--- src/rtl/intel_hex_record_parser_defines.svh ---
// Assertion macros for the Intel HEX record parser RTL, used by the result sequencer.
`ifndef INTEL_HEX_RECORD_PARSER_DEFINES_SVH
`define INTEL_HEX_RECORD_PARSER_DEFINES_SVH

// Plain property, checked at every rising clock edge outside reset.
`define IHP_ASSERT(label, prop, msg) \
  label: assert property (@(posedge clk_i) disable iff (!rst_ni) (prop)) else $error(msg);

// Same-cycle implication.
`define IHP_ASSERT_IMP(label, ante, cons, msg) \
  label: assert property (@(posedge clk_i) disable iff (!rst_ni) (ante) |-> (cons)) \
    else $error(msg);

// Next-cycle implication.
`define IHP_ASSERT_NXT(label, ante, cons, msg) \
  label: assert property (@(posedge clk_i) disable iff (!rst_ni) (ante) |=> (cons)) \
    else $error(msg);

`endif

--- src/rtl/ihp_pkg.sv ---
// Shared constants, types and queue entry format for the Intel HEX record parser.
package ihp_pkg;

  localparam int AddrWidth = 32;
  localparam logic [31:0] AddrMask = 32'hFFFF_FFFF >> (32 - AddrWidth);
  localparam logic [31:0] AllOnes = 32'hFFFF_FFFF;

  localparam logic [7:0] CharColon = 8'h3A;
  localparam logic [7:0] CharLf    = 8'h0A;
  localparam logic [7:0] CharCr    = 8'h0D;
  localparam logic [7:0] CharLowA  = 8'h61;
  localparam logic [7:0] CharUpA   = 8'h41;
  localparam logic [7:0] CharZero  = 8'h30;

  localparam logic [7:0] RecData   = 8'h00;
  localparam logic [7:0] RecEof    = 8'h01;
  localparam logic [7:0] RecExtSeg = 8'h02;
  localparam logic [7:0] RecExtLin = 8'h04;

  localparam int QueueDepth = 4;
  localparam int QPtrW = $clog2(QueueDepth);
  localparam int QCntW = $clog2(QueueDepth + 1);

  typedef enum logic [1:0] {
    KindData   = 2'd0,
    KindExtent = 2'd1,
    KindNoData = 2'd2
  } kind_e;

  // One accepted character's worth of results.
  typedef struct packed {
    logic        has_data;
    logic [31:0] addr;
    logic [7:0]  data;
    logic        has_sum;
    logic [31:0] lowest;
    logic [31:0] highest;
  } q_entry_t;

endpackage

--- src/rtl/intel_hex_record_parser.sv ---
// A request is written into the queue when it is accepted, then loaded into the output register.
// Throughput: one character per cycle while the queue is not full; a character that yields a
// data byte and a summary presents the data byte first and then the summary, held in a pending register.
// The four-entry queue absorbs output stalls; the input stalls only when it is full.
// Reset: rst_ni clears parser state, queue pointers and output valid at once (asynchronous).
// End of input also returns the parser to its reset state after the summary is queued.
module intel_hex_record_parser (
  input  logic        clk_i,
  input  logic        rst_ni,
  // request channel: one character per request
  input  logic        in_valid_i,
  output logic        in_stall_o,
  input  logic [7:0]  character_i,
  input  logic        end_of_input_i,
  // result channel
  output logic        out_valid_o,
  input  logic        out_stall_i,
  output logic [1:0]  kind_o,
  output logic [31:0] byte_address_o,
  output logic [7:0]  data_byte_o,
  output logic [31:0] image_base_o,
  output logic [31:0] image_size_o,
  output logic        final_res_o
);

  logic              push;
  ihp_pkg::q_entry_t push_entry;
  logic              pop;
  ihp_pkg::q_entry_t head;
  logic              q_full;
  logic              q_empty;

  // Stall the request side only on a full queue, never on the output handshake.
  assign in_stall_o = q_full;

  // Front end: framing, field decode, segment base and image extent.
  ihp_front u_front (
    .clk_i          (clk_i),
    .rst_ni         (rst_ni),
    .in_valid_i     (in_valid_i),
    .character_i    (character_i),
    .end_of_input_i (end_of_input_i),
    .q_full_i       (q_full),
    .push_o         (push),
    .push_entry_o   (push_entry)
  );

  // Queue: hold decoded requests so the two sides stall independently.
  ihp_queue u_queue (
    .clk_i        (clk_i),
    .rst_ni       (rst_ni),
    .push_i       (push),
    .push_entry_i (push_entry),
    .pop_i        (pop),
    .head_o       (head),
    .full_o       (q_full),
    .empty_o      (q_empty)
  );

  // Back end: emit the data byte first, then the summary, with final_res on the last.
  ihp_back u_back (
    .clk_i          (clk_i),
    .rst_ni         (rst_ni),
    .head_i         (head),
    .q_empty_i      (q_empty),
    .pop_o          (pop),
    .out_stall_i    (out_stall_i),
    .out_valid_o    (out_valid_o),
    .kind_o         (kind_o),
    .byte_address_o (byte_address_o),
    .data_byte_o    (data_byte_o),
    .image_base_o   (image_base_o),
    .image_size_o   (image_size_o),
    .final_res_o    (final_res_o)
  );

endmodule

--- src/rtl/ihp_front.sv ---
// Character parser: record framing, field decode, base and extent tracking.
module ihp_front (
  input  logic              clk_i,
  input  logic              rst_ni,
  input  logic              in_valid_i,
  input  logic [7:0]        character_i,
  input  logic              end_of_input_i,
  input  logic              q_full_i,
  output logic              push_o,
  output ihp_pkg::q_entry_t push_entry_o
);

  localparam logic [2:0] PhLineStart = 3'd0;
  localparam logic [2:0] PhSkip      = 3'd1;
  localparam logic [2:0] PhHeader    = 3'd2;
  localparam logic [2:0] PhData      = 3'd3;
  localparam logic [2:0] PhBase      = 3'd4;
  localparam logic [2:0] PhTail      = 3'd5;

  logic [2:0]  phase_q, phase_d;
  logic [3:0]  hi_nib_q, hi_nib_d;
  logic        nsel_q, nsel_d;
  logic [8:0]  fidx_q, fidx_d;
  logic [7:0]  count_q, count_d;
  logic [7:0]  rtype_q, rtype_d;
  logic [15:0] offset_q, offset_d;
  logic [7:0]  bval_q, bval_d;
  logic [31:0] seg_q, seg_d;
  logic [31:0] lowest_q, lowest_d;
  logic [31:0] highest_q, highest_d;

  logic        acc;
  logic        line_end;
  logic [7:0]  digit;
  logic [7:0]  byte_val;
  logic [31:0] start;
  logic [32:0] end_sum;
  logic [31:0] end_v;
  logic [15:0] base_val;

  assign acc      = in_valid_i && !q_full_i;
  assign line_end = (character_i == ihp_pkg::CharLf) || (character_i == ihp_pkg::CharCr);

  always_comb begin
    if (character_i >= ihp_pkg::CharLowA) begin
      digit = character_i - ihp_pkg::CharLowA + 8'd10;
    end else if (character_i >= ihp_pkg::CharUpA) begin
      digit = character_i - ihp_pkg::CharUpA + 8'd10;
    end else begin
      digit = character_i - ihp_pkg::CharZero;
    end
  end

  assign byte_val = {hi_nib_q, 4'h0} | digit;
  assign start    = (seg_q + {16'h0, offset_q}) & ihp_pkg::AddrMask;
  assign end_sum  = {1'b0, start} + {25'h0, count_q};
  assign end_v    = (end_sum > {1'b0, ihp_pkg::AddrMask}) ? ihp_pkg::AddrMask : end_sum[31:0];
  assign base_val = {bval_q, byte_val};

  always_comb begin
    phase_d   = phase_q;
    hi_nib_d  = hi_nib_q;
    nsel_d    = nsel_q;
    fidx_d    = fidx_q;
    count_d   = count_q;
    rtype_d   = rtype_q;
    offset_d  = offset_q;
    bval_d    = bval_q;
    seg_d     = seg_q;
    lowest_d  = lowest_q;
    highest_d = highest_q;
    push_entry_o.has_data = 1'b0;
    push_entry_o.addr     = (seg_q + {16'h0, offset_q} + {23'h0, fidx_q}) & ihp_pkg::AddrMask;
    push_entry_o.data     = byte_val;

    if (acc) begin
      if (line_end) begin
        phase_d = PhLineStart;
        nsel_d  = 1'b0;
      end else if (phase_q == PhLineStart) begin
        if (character_i == ihp_pkg::CharColon) begin
          phase_d = PhHeader;
          fidx_d  = 9'd0;
          nsel_d  = 1'b0;
        end else begin
          phase_d = PhSkip;
        end
      end else if (phase_q == PhHeader || phase_q == PhData || phase_q == PhBase) begin
        if (!nsel_q) begin
          hi_nib_d = digit[3:0];
          nsel_d   = 1'b1;
        end else begin
          nsel_d = 1'b0;
          if (phase_q == PhHeader) begin
            case (fidx_q)
              9'd0:    count_d = byte_val;
              9'd1:    offset_d = {byte_val, offset_q[7:0]};
              9'd2:    offset_d = {offset_q[15:8], byte_val};
              default: rtype_d = byte_val;
            endcase
            if (fidx_q >= 9'd3) begin
              // header complete: type byte decides what follows
              fidx_d = 9'd0;
              if (byte_val == ihp_pkg::RecData) begin
                if (start < lowest_q) lowest_d = start;
                if (end_v > highest_q) highest_d = end_v;
                phase_d = (count_q == 8'd0) ? PhTail : PhData;
              end else if (byte_val == ihp_pkg::RecEof) begin
                seg_d   = 32'h0;
                phase_d = PhTail;
              end else if (byte_val == ihp_pkg::RecExtSeg || byte_val == ihp_pkg::RecExtLin) begin
                phase_d = PhBase;
              end else begin
                phase_d = PhTail;
              end
            end else begin
              fidx_d = fidx_q + 9'd1;
            end
          end else if (phase_q == PhData) begin
            push_entry_o.has_data = 1'b1;
            fidx_d = fidx_q + 9'd1;
            if (fidx_d >= {1'b0, count_q}) phase_d = PhTail;
          end else begin
            if (fidx_q == 9'd0) begin
              bval_d = byte_val;
              fidx_d = 9'd1;
            end else begin
              if (rtype_q == ihp_pkg::RecExtSeg) begin
                seg_d = {12'h0, base_val, 4'h0} & ihp_pkg::AddrMask;
              end else begin
                seg_d = {base_val, 16'h0} & ihp_pkg::AddrMask;
              end
              phase_d = PhTail;
            end
          end
        end
      end
    end

    push_entry_o.has_sum = end_of_input_i;
    push_entry_o.lowest  = lowest_d;
    push_entry_o.highest = highest_d;

    // end of input: summary takes the extent above, then start a fresh stream
    if (acc && end_of_input_i) begin
      phase_d   = PhLineStart;
      hi_nib_d  = 4'h0;
      nsel_d    = 1'b0;
      fidx_d    = 9'd0;
      count_d   = 8'h0;
      rtype_d   = 8'h0;
      offset_d  = 16'h0;
      bval_d    = 8'h0;
      seg_d     = 32'h0;
      lowest_d  = ihp_pkg::AllOnes;
      highest_d = 32'h0;
    end
  end

  assign push_o = acc && (push_entry_o.has_data || end_of_input_i);

  always_ff @(posedge clk_i or negedge rst_ni) begin
    if (!rst_ni) begin
      phase_q   <= PhLineStart;
      hi_nib_q  <= 4'h0;
      nsel_q    <= 1'b0;
      fidx_q    <= 9'd0;
      count_q   <= 8'h0;
      rtype_q   <= 8'h0;
      offset_q  <= 16'h0;
      bval_q    <= 8'h0;
      seg_q     <= 32'h0;
      lowest_q  <= ihp_pkg::AllOnes;
      highest_q <= 32'h0;
    end else begin
      phase_q   <= phase_d;
      hi_nib_q  <= hi_nib_d;
      nsel_q    <= nsel_d;
      fidx_q    <= fidx_d;
      count_q   <= count_d;
      rtype_q   <= rtype_d;
      offset_q  <= offset_d;
      bval_q    <= bval_d;
      seg_q     <= seg_d;
      lowest_q  <= lowest_d;
      highest_q <= highest_d;
    end
  end

endmodule

--- src/rtl/ihp_queue.sv ---
// Short request queue between the parser and the result sequencer.
module ihp_queue (
  input  logic              clk_i,
  input  logic              rst_ni,
  input  logic              push_i,
  input  ihp_pkg::q_entry_t push_entry_i,
  input  logic              pop_i,
  output ihp_pkg::q_entry_t head_o,
  output logic              full_o,
  output logic              empty_o
);

  ihp_pkg::q_entry_t entries_q [ihp_pkg::QueueDepth];
  logic [ihp_pkg::QPtrW-1:0] wr_ptr_q, wr_ptr_d;
  logic [ihp_pkg::QPtrW-1:0] rd_ptr_q, rd_ptr_d;
  logic [ihp_pkg::QCntW-1:0] cnt_q, cnt_d;

  assign full_o  = (cnt_q == ihp_pkg::QCntW'(ihp_pkg::QueueDepth));
  assign empty_o = (cnt_q == '0);
  assign head_o  = entries_q[rd_ptr_q];

  always_comb begin
    wr_ptr_d = wr_ptr_q;
    rd_ptr_d = rd_ptr_q;
    cnt_d    = cnt_q;
    if (push_i) begin
      wr_ptr_d = (wr_ptr_q == ihp_pkg::QPtrW'(ihp_pkg::QueueDepth - 1)) ? '0 : wr_ptr_q + 1'b1;
    end
    if (pop_i) begin
      rd_ptr_d = (rd_ptr_q == ihp_pkg::QPtrW'(ihp_pkg::QueueDepth - 1)) ? '0 : rd_ptr_q + 1'b1;
    end
    if (push_i && !pop_i) begin
      cnt_d = cnt_q + 1'b1;
    end else if (pop_i && !push_i) begin
      cnt_d = cnt_q - 1'b1;
    end
  end

  always_ff @(posedge clk_i or negedge rst_ni) begin
    if (!rst_ni) begin
      wr_ptr_q <= '0;
      rd_ptr_q <= '0;
      cnt_q    <= '0;
    end else begin
      wr_ptr_q <= wr_ptr_d;
      rd_ptr_q <= rd_ptr_d;
      cnt_q    <= cnt_d;
    end
  end

  always_ff @(posedge clk_i) begin
    if (push_i) begin
      entries_q[wr_ptr_q] <= push_entry_i;
    end
  end

endmodule

--- src/rtl/ihp_back.sv ---
// Result sequencer: splits queued requests into result items behind an output register.
`include "intel_hex_record_parser_defines.svh"

module ihp_back (
  input  logic              clk_i,
  input  logic              rst_ni,
  input  ihp_pkg::q_entry_t head_i,
  input  logic              q_empty_i,
  output logic              pop_o,
  input  logic              out_stall_i,
  output logic              out_valid_o,
  output logic [1:0]        kind_o,
  output logic [31:0]       byte_address_o,
  output logic [7:0]        data_byte_o,
  output logic [31:0]       image_base_o,
  output logic [31:0]       image_size_o,
  output logic              final_res_o
);

  logic        out_valid_q, out_valid_d;
  logic [1:0]  kind_q, kind_d;
  logic [31:0] addr_q, addr_d;
  logic [7:0]  data_q, data_d;
  logic [31:0] base_q, base_d;
  logic [31:0] size_q, size_d;
  logic        final_res_q, final_res_d;
  logic        pend_q, pend_d;
  logic [1:0]  pend_kind_q, pend_kind_d;
  logic [31:0] pend_base_q, pend_base_d;
  logic [31:0] pend_size_q, pend_size_d;

  logic        can_load;
  logic        no_data;
  logic [1:0]  sum_kind;
  logic [31:0] sum_base;
  logic [31:0] sum_size;

  assign can_load = !out_valid_q || !out_stall_i;

  always_comb begin
    no_data = (head_i.lowest == ihp_pkg::AllOnes) || (head_i.highest == 32'h0) ||
              (head_i.highest <= head_i.lowest);
    if (no_data) begin
      sum_kind = ihp_pkg::KindNoData;
      sum_base = 32'h0;
      sum_size = 32'h0;
    end else begin
      sum_kind = ihp_pkg::KindExtent;
      sum_base = head_i.lowest;
      sum_size = head_i.highest - head_i.lowest;
    end
  end

  always_comb begin
    pop_o       = 1'b0;
    out_valid_d = out_valid_q;
    kind_d      = kind_q;
    addr_d      = addr_q;
    data_d      = data_q;
    base_d      = base_q;
    size_d      = size_q;
    final_res_d = final_res_q;
    pend_d      = pend_q;
    pend_kind_d = pend_kind_q;
    pend_base_d = pend_base_q;
    pend_size_d = pend_size_q;
    if (can_load) begin
      if (pend_q) begin
        // summary held back behind its data byte
        out_valid_d = 1'b1;
        kind_d      = pend_kind_q;
        addr_d      = 32'h0;
        data_d      = 8'h0;
        base_d      = pend_base_q;
        size_d      = pend_size_q;
        final_res_d = 1'b1;
        pend_d      = 1'b0;
      end else if (!q_empty_i) begin
        pop_o       = 1'b1;
        out_valid_d = 1'b1;
        if (head_i.has_data) begin
          kind_d      = ihp_pkg::KindData;
          addr_d      = head_i.addr;
          data_d      = head_i.data;
          base_d      = 32'h0;
          size_d      = 32'h0;
          final_res_d = !head_i.has_sum;
          pend_d      = head_i.has_sum;
          pend_kind_d = sum_kind;
          pend_base_d = sum_base;
          pend_size_d = sum_size;
        end else begin
          kind_d      = sum_kind;
          addr_d      = 32'h0;
          data_d      = 8'h0;
          base_d      = sum_base;
          size_d      = sum_size;
          final_res_d = 1'b1;
        end
      end else begin
        out_valid_d = 1'b0;
      end
    end
  end

  always_ff @(posedge clk_i or negedge rst_ni) begin
    if (!rst_ni) begin
      out_valid_q <= 1'b0;
      pend_q      <= 1'b0;
    end else begin
      out_valid_q <= out_valid_d;
      pend_q      <= pend_d;
    end
  end

  always_ff @(posedge clk_i) begin
    kind_q      <= kind_d;
    addr_q      <= addr_d;
    data_q      <= data_d;
    base_q      <= base_d;
    size_q      <= size_d;
    final_res_q <= final_res_d;
    pend_kind_q <= pend_kind_d;
    pend_base_q <= pend_base_d;
    pend_size_q <= pend_size_d;
  end

  assign out_valid_o    = out_valid_q;
  assign kind_o         = kind_q;
  assign byte_address_o = addr_q;
  assign data_byte_o    = data_q;
  assign image_base_o   = base_q;
  assign image_size_o   = size_q;
  assign final_res_o    = final_res_q;

  `IHP_ASSERT_IMP(a_pend_behind_data, pend_q, out_valid_q && !final_res_q && kind_q == ihp_pkg::KindData, "pending summary without its data byte")
  `IHP_ASSERT_IMP(a_summary_is_final, out_valid_q && kind_q != ihp_pkg::KindData, final_res_q, "summary not marked final")
  `IHP_ASSERT(a_no_pop_while_pend, !(pop_o && pend_q), "queue popped while a summary is pending")
  `IHP_ASSERT_NXT(a_stall_keeps_pend, out_valid_q && out_stall_i && pend_q, pend_q, "pending summary lost under stall")

endmodule

--- config.mk ---
export PLATFORM = sky130hd
export DESIGN_NAME = intel_hex_record_parser
export DESIGN_NICKNAME = d
export VERILOG_FILES = /design/src/rtl/ihp_pkg.sv /design/src/rtl/intel_hex_record_parser.sv /design/src/rtl/ihp_front.sv /design/src/rtl/ihp_queue.sv /design/src/rtl/ihp_back.sv
export VERILOG_INCLUDE_DIRS = /design/src /design/src/rtl
export SDC_FILE = /design/constraint.sdc
export NUM_CORES = 1
export LEC_CHECK = 0
export BUFFER_PORTS_ARGS = -buffer_cell sky130_fd_sc_hd__buf_4
export CORE_AREA = 2 2 385 196
export CTS_CLUSTER_DIAMETER = 60
export DETAILED_ROUTE_END_ITERATION = 12
export DIE_AREA = 0 0 387 198
export HOLD_SLACK_MARGIN = 0.15
export PLACE_DENSITY = 0.75
export SLEW_MARGIN = 20
export SYNTH_ARGS = -nofsm -noshare
export SYNTH_HDL_FRONTEND = slang
export SYNTH_SLANG_ARGS = --single-unit
--- constraint.sdc ---
create_clock -name clk_i -period 15.8 [get_ports clk_i]
set_input_delay 3.16 -clock clk_i [delete_from_list [all_inputs] [get_ports clk_i]]
set_output_delay 3.16 -clock clk_i [all_outputs]
set_load 0.01 [all_outputs]
Word-level counts from Yosys, hierarchy flattened
Memories as Yosys holds them, arrays and structs flattened. Index checks and enable logic that the tools add are counted. W data, S select, Z words.

Reduce and logical (&&, ||, !) cells: 51. Equal/unequal tests: 35. Bitwise logic cells: 3. Add/sub/neg operators: 14. Multiplexer cells: 146. Order comparisons: 8.

Operators by type and width (number): $mux W32 (44); $mux W8 (28); $mux W16 (7); $mux W9 (11); $mux W3 (16); $add A32 B8 Y33 (1); $gt A33 B32 Y1 const B (1); $add A32 B16 Y32 (1); $add A32 B9 Y32 (1); $eq A32 B32 Y1 const B (1); $gt A32 B32 Y1 (1); $le A32 B32 Y1 (1); $logic_not A32 Y1 (1); $lt A32 B32 Y1 (1); $pmux W16 S2 (1); $sub A32 B32 Y32 (1); $mux W1 (26); $mux W4 (6); $reduce_and A8 Y1 (3); $add A8 B4 Y8 const B (2); $eq A8 B2 Y1 const B (2); $eq A8 B4 Y1 const B (2); $ge A8 B7 Y1 const B (2); $logic_not A8 Y1 (2); 44 further kinds (95).

Flip-flop bits (word level): 335. Logic and storage cells: 284. RAM bits: 424. Memories kept: 1.

Memories: u_queue.entries_q (depth 4, bits a word 106, read ports 1, clocked after memory_dff 0, wr ports 1, line ihp_queue.sv:13) `ihp_pkg::q_entry_t entries_q [ihp_pkg::QueueDepth];`.

Longest topological paths before layout
Gate-level depths: netlist (run 1).

Depth after elaboration: 18. Gate-level depth with buffers: 27.

Modules after synthesis
From an unflattened synthesis (run 1), not the netlist that was laid out.

Cell total of the unflattened synthesis: 2776. Area total of the unflattened synthesis: 36593.8 um2.

Modules (own cells, without submodules): ihp_queue (cells each 591, instances 1, area an instance 15675.0 um2); ihp_front (cells each 1429, instances 1, area an instance 12369.4 um2); ihp_back (cells each 756, instances 1, area an instance 8549.4 um2).

Least setup slack after synthesis (run 1)
Ideal clock, no wire load.

Path type: input-to-reg. Start point: input port out_stall_i. End point: register u_back.addr_q[0], in the netlist u_back.byte_address_o[0], enable pin. Path slack: 6.983 ns. Arrival time: 8.208 ns. Stages: 1. Library setup time: 0.608 ns. Cell sequence: a21oi_1.

Word-level cells in the longest chain between the ends: 3.

Ends and longest elaborated chain: start: declaration (line intel_hex_record_parser.sv:17) `input logic out_stall_i,`; $logic_not A1 Y1 (line ihp_back.sv:38) `assign can_load = !out_valid_q || !out_stall_i;`; $logic_or A1 B1 Y1 (line ihp_back.sv:38); $reduce_and A2 Y1 (no line); end signal: assignment (line ihp_back.sv:118) `addr_q <= addr_d;`; end: declaration (line ihp_back.sv:22) `logic [31:0] addr_q, addr_d;`.

Every way passes these cells. A chain may end at the register's enable or synchronous reset.

==> results of run 1 <==
cell usage in the layout (no fill, tap or decap), types with 15 or more instances in the layout:
| cell type | instances |
|---|---|
| a31oi_1 | 18 |
| a21o_1 | 40 |
| nand2_1 | 150 |
| xor2_1 | 29 |
| nor4_1 | 25 |
| and3_1 | 15 |
| edfxtp_1 | 597 |
| nor2_1 | 168 |
| a22o_1 | 43 |
| nor2b_1 | 60 |
| xnor2_1 | 72 |
| clkbuf_16 | 72 |
| o21a_1 | 16 |
| nand3_1 | 33 |
| dfstp_2 | 32 |
| buf_4 | 161 |
| nor3_1 | 27 |
| o21ai_0 | 117 |
| ha_1 | 150 |
| dfrtp_1 | 123 |
| a211oi_1 | 26 |
| a21oi_1 | 71 |
| mux4_2 | 106 |
| nand4_1 | 41 |
| and2_1 | 56 |
| mux2_2 | 60 |
| nand2b_1 | 54 |
| mux2i_1 | 36 |
| inv_1 | 174 |
| mux2_4 | 18 |
worst paths after layout:
kind / endpoint / slack, ns / cells past startpoint
max: u_front.highest_q[31] / 8.02 / 24
max in group asynchronous: u_front.highest_q[28] / 12.02 / 2
min: u_front.offset_q[7] / 0.50 / 2
min in group asynchronous: u_front.highest_q[2] / 2.49 / 1
min reg2reg: u_front.offset_q[7] / 0.50 / 2
max reg2reg: u_front.highest_q[31] / 8.02 / 24
cells by family after synthesis:
| group | count (synthesis) |
|---|---|
| mux | 220 |
| compound gates | 443 |
| flops | 755 |
| simple gates | 702 |
| buf+inv | 275 |
| xor+xnor | 103 |
| fa+ha+maj | 155 |
state kept, by name (all words and copies together), names as in the netlist, 9 cells and up:
register,flops
u_back.byte_address_o,32
u_back.image_base_o,32
u_back.image_size_o,32
u_back.pend_base_q,32
u_back.pend_size_q,32
u_front.fidx_q,9
u_front.highest_q,32
u_front.lowest_q,32
u_front.offset_q,16
u_front.seg_q,28
u_queue.entries_q,424
worst max-delay path: stages (launching register included):
cell and delay [ns]:
dfrtp_1 0.36, ha_1 0.21, inv_1 0.08, fa_1 0.46, nor2b_1 0.22, o31a_1 0.35, o211a_1 0.52, o21ai_0 0.23
mux2_2 0.34, a21oi_1 0.44, nand4_1 0.36, or2_2 0.52, nand2_1 0.17, ha_1 0.14, nand4_1 0.12, nor3_1 0.30
nand3_1 0.22, or3_1 0.53, a311oi_1 0.31, o22ai_1 0.27, nor4_4 0.36, buf_4 0.31, inv_1 0.17, o31ai_1 0.48
and2_1 0.21
through the flow:
stage / std cells / utilization (%) / cell area (um^2) / setup slack, ns / hold WS [ns]
5_1_grt: 3830 / 55.1 / 40700 / 7.46 / 0.521
4_1_cts: 3830 / 55.1 / 40700 / 8.23 / 0.499
3_3_place_gp: 3703 / 52.0 / 38400 / 8.14 / 0.484
6_report: 3831 / 55.1 / 40700 / 8.02 / 0.501
2_1_floorplan: 2653 / - / 36300 / 6.98 / 0.454
3_5_place_dp: 3703 / 52.0 / 38400 / 7.96 / 0.485
power by group:
| group | total (mW) | leakage (nW) | switching, mW | internal [mW] |
|---|---|---|---|---|
| sequential | 2.81 | 7.24 | 0.212 | 2.60 |
| clock | 1.71 | 1.11 | 0.754 | 0.957 |
| combinational | 2.49 | 7.11 | 1.53 | 0.959 |
| total | 7.01 | 15.5 | 2.50 | 4.51 |
layout make-up:
cell class / count / area [um^2]
fillers: 5899 / 33100
flip-flops and latches: 755 / 21900
multi-input cells: 1623 / 13300
clock buffers: 92 / 1950
repair buffers: 163 / 1240
well taps: 985 / 1230
inverters: 177 / 667
clock inverters: 35 / 338
diodes: 1 / 2.50
per-layer routing:
layer  share of wire, %  vias to the layer above  track usage (%)
met1                 48                    11800             40.9
met4                1.3                        4             4.94
met5              0.023                        -                0
li1                   -                    10200                -
met3                 11                      108             7.81
met2                 39                     1015             33.3
==> results.toml, run 1 <==
[outcome]
outcome = "completed"

[synthesis]
async_flop_share_pct = 20.9
synth_largest_area_cell = "edfxtp_1"
synth_ff_type = "edfxtp_1"
synth_compound_area_share_pct = 8.24
post-synth-top-count-cell = "edfxtp_1"
syn_inst = 2653
yosys.area_share.xor_xnor_pct = 2.53
synthTopCellsByArea = "edfxtp_1 (49%), dfrtp_1 (8.7%), mux4_2 (6.6%)"
synth_warnings = 0
post-synth-top-area-fraction_pct = 49.4
muxShareOfSynthArea_pct = 10.2
synth.top_cells.by_count = "edfxtp_1 (597), inv_1 (174), nor2_1 (168), nand2_1 (152), ha_1 (150)"
synth_nets = 2821
yosysSeqAreaShare_pct = 60.4
synth_fa_ha_area_share_pct = 5.45
synth-simple-area-share_pct = 10.2
synthesis.area_um2 = 36300
syn_avg_cell_area_um2 = 13.7
synth.distinct_cells = 95
synth-edff-count = 597
synth_top_family_by_area = "multiplexers"
ys_ff_latch = 755

[sta]
worstMarginPinSlew_ns = 1.13
skew_ns = 0.0291
final.period_utilization_pct = 49.3
min_period_ns = 7.78
hold_viol = 0
slew_viol_final = 0
max-slew-margin-rel_pct = 24.5
setup_violations = 0
max_freq_mhz = 128
rsz0062_at_grt = "no"
tns_ns = 0

[cts]
ctsResizeCount = 0
cts_tree = "built"
numCtsBuffers = 69
post_cts_buffers = 0
clock_path_buffers = 3
cts_htree_levels = 3
clock_sinks = 755
clk_latency_ns = 0.65
cts-root-buf = "clkbuf_16"
postCtsHoldBufs = 0
clkTransAtPathRegs_ns = 0.06

[floorplan]
die_x_um = 387
rows = 71
start_util_pct = 49.2
core_area_um2 = 73800
io_pins = 122
die-area_um2 = 76600
die_h_um = 198

[setup_path]
crit_path_end_kind = "register"
worst_ep_required_time_ns = 16.37
crit_arrival_ns = 8.35
r2r-start = "u_front.seg_q[4]"
cp-startpoint = "u_front.seg_q[4]"
crit_type = "register to register"
crit_fanout = 15
crit_path_start_kind = "register"

[route]
num_vias = 23200
vias_per_cell = 6.05
wirelength_mm = 95.9
antenna_left = 0
firstDrtPassIters = 5
drt_iter0_drc = 2731
drc = 0
wl_per_cell_um = 25.0

[pwr]
irDropWorstVdd_mv = 0.0871
power.density_nw_per_um2 = 172
leakagePower_nw = 15.5
fin_total_pwr_mw = 7.01

[global_route]
grt_pass1_wl_mm = 145
antenna_found_initial = 4
grt_overflow = 0
grt.total_usage_pct = 25.4
grt_max_degree = 82
first_global_vias = 22700

[layout]
drive_gt1_share_pct = 18.9
areaGrowthSynthToFinish_pct = 12.1
nets = 2957

[placement]
hpwl_mm = 69.1
portBuffers = 121
place_congestion = 0.995

[min_path]
hold_path_class = "register to register"
min_from = "u_front.offset_q[7]"

[job]
drv_cap = 0
(Power assumes the default switching activity.)
==> run 2: changes to the inputs <==
==> constraint.sdc (replaced) <==
create_clock -name clk_i -period 7.8 [get_ports clk_i]
set_input_delay 1.56 -clock clk_i [delete_from_list [all_inputs] [get_ports clk_i]]
set_output_delay 1.56 -clock clk_i [all_outputs]
set_load 0.01 [all_outputs]
==> run 2 against run 1 <==
Global-route usage shrank 0.11 points. Worst hold slack lost 0.0038 ns. Die area is the same. Sequential power grew 100%. Critical endpoint is now u_front.highest_q[26].
==> results.toml, run 2 (synthesis results as in run 1) <==
[outcome]
outcome = "completed"

[sta]
min_period_ns = 7.37
final.period_utilization_pct = 94.5
tns_ns = 0
max_freq_mhz = 136
hold-worst-slack_ns = 0.497
slew_viol_final = 0
rsz0062_at_grt = "no"
skew_ns = 0.0283
setup_violations = 0
max-slew-margin-rel_pct = 18.9
hold_viol = 0
worstMarginPinSlew_ns = 1.22

[layout]
regMostFlops = "u_queue.entries_q"
regArea_um2 = 21900
multi_input_area_um2 = 13300
largest_register_ffs = 424
fillers = 5864
nets = 3009
layout_commonest_cell = "edfxtp_1"
final_cell_mix = "edfxtp_1 (597), buf_4 (205), inv_1 (174)"
areaGrowthSynthToFinish_pct = 13.4
post-route-util_pct = 55.8
final_cell_area_um2 = 41200
antenna_cells = 0
drive_gt1_share_pct = 20.4

[pwr]
p_int_mw = 9.17
leakagePower_nw = 15.7
power_frac_comb_pct = 35.7
seqPwrFrac_pct = 40.1
p_clk_share_pct = 24.3
netSwitchingPower_mw = 5.11
switching_share_pct = 35.8
power.density_nw_per_um2 = 347
irDropWorstVdd_mv = 0.208

[floorplan]
io_pins = 122
die-area_um2 = 76600
start_util_pct = 49.2
core_area_um2 = 73800
die_x_um = 387
die_h_um = 198
rows = 71

[cts]
clk_latency_ns = 0.67
clock_path_buffers = 3
cts_htree_levels = 3
numCtsBuffers = 70
clkTransAtPathRegs_ns = 0.07
cts-root-buf = "clkbuf_16"
cts_tree = "built"
clock_sinks = 755

[min_path]
hold_path_class = "register to register"

[route]
firstDrtPassIters = 6
drt_iter0_drc = 2353
drc = 0
wl_per_cell_um = 24.9
antenna_left = 0
num_vias = 23200
vias_per_cell = 5.98
wirelength_mm = 96.7

[setup_path]
crit_fanout = 10
crit_path_start_kind = "register"
crit_arrival_ns = 7.96
worst_ep_required_time_ns = 8.39
crit_path_end_kind = "register"
crit_type = "register to register"

[global_route]
first_global_vias = 22700
grt.total_usage_pct = 25.3
grt_pass1_wl_mm = 144
antenna_found_initial = 6
grt_max_degree = 72
grt_overflow = 0

[placement]
dpl_cell_area_um2 = 38700
place_congestion = 0.991
hpwl_mm = 70.3
portBuffers = 121

[job]
drv_cap = 0
## run 2: changes by cell type in the layout (fill, tap and decap cells not counted), sizes merged
cell,before,now
buf,163,214
bufinv,5,6
diode,1,0
clkbuf,92,82
clkinv,26,33
inv,178,181
## run 2: critical path: stages (launching register included)
cell	delay, ns
dfrtp_1	0.37
ha_1	0.21
inv_1	0.08
fa_1	0.47
nor2b_1	0.21
o31a_1	0.21
o211a_1	0.49
or3_1	0.23
o2111ai_1	0.23
nor3_1	0.54
nand4_1	0.34
or2_2	0.50
nand2_1	0.19
ha_1	0.15
nand4_1	0.11
nor3_1	0.29
nand3_1	0.19
or3_1	0.50
a311oi_1	0.34
o22ai_1	0.26
nor3b_4	0.48
o21ai_0	0.17
o22ai_1	0.49
and2_1	0.23
## run 2: path summary, 6_finish.rpt
check / startpoint / end / slack (ns) / cells after the start
setup / recovery: u_front.seg_q[4] / u_front.highest_q[26] / 0.43 / 23
hold / removal: u_front.offset_q[4] / u_front.offset_q[4] / 0.50 / 2
setup reg to reg: u_front.seg_q[4] / u_front.highest_q[26] / 0.43 / 23
hold reg to reg: u_front.offset_q[4] / u_front.offset_q[4] / 0.50 / 2
max in group asynchronous: rst_ni / u_queue.rd_ptr_q[1] / 5.55 / 2
min in group asynchronous: rst_ni / u_front.rtype_q[3] / 0.91 / 1
## run 2: layout make-up
class / instances / area share (%)
Clock buffer: 82 / 4.44
Multi-Input combinational cell: 1623 / 32.4
Inverter: 177 / 1.62
Clock inverter: 46 / 1.12
Timing Repair Buffer: 214 / 4.19
Tap cell: 985 / 2.99
Sequential cell: 755 / 53.2
## run 2: per-stage QoR
stage / total power [mW] / setup WS, ns / instances
after floorplan: 8.89 / 0.583 / 2653
after global placement: 10.6 / 0.288 / 3745
after detailed placement: 10.8 / 0.0437 / 3745
after CTS: 14.3 / 0.0115 / 3873
after global routing: 15.0 / 0.0198 / 3882
final: 14.3 / 0.426 / 3882
## run 2: power by group through the flow
stage,registers (mW),clock network (mW),logic [mW]
final,5.73,3.47,5.09
after global routing,5.78,3.70,5.51
after CTS,5.72,3.53,5.02
after detailed placement,5.80,0,4.99
after global placement,5.77,0,4.88
after floorplan,5.72,0,3.17
## run 2: timing repair
item	4_1_cts	5_1_grt
gates resized for setup	0	2
buffers inserted	0	4
endpoints found under the setup margin	0	69
hold buffers	0	0
## run 2: layer usage
metal  vias up  track usage [%]  share of wire [%]  routed length (um)
li1      10300                -                  -                   -
met4         0             4.33                1.5                1430
met2       958             33.5                 39               38000
met1     11800             39.8                 48               46700
met3       113             9.07                 11               10500
met5         -                0                  0                   0
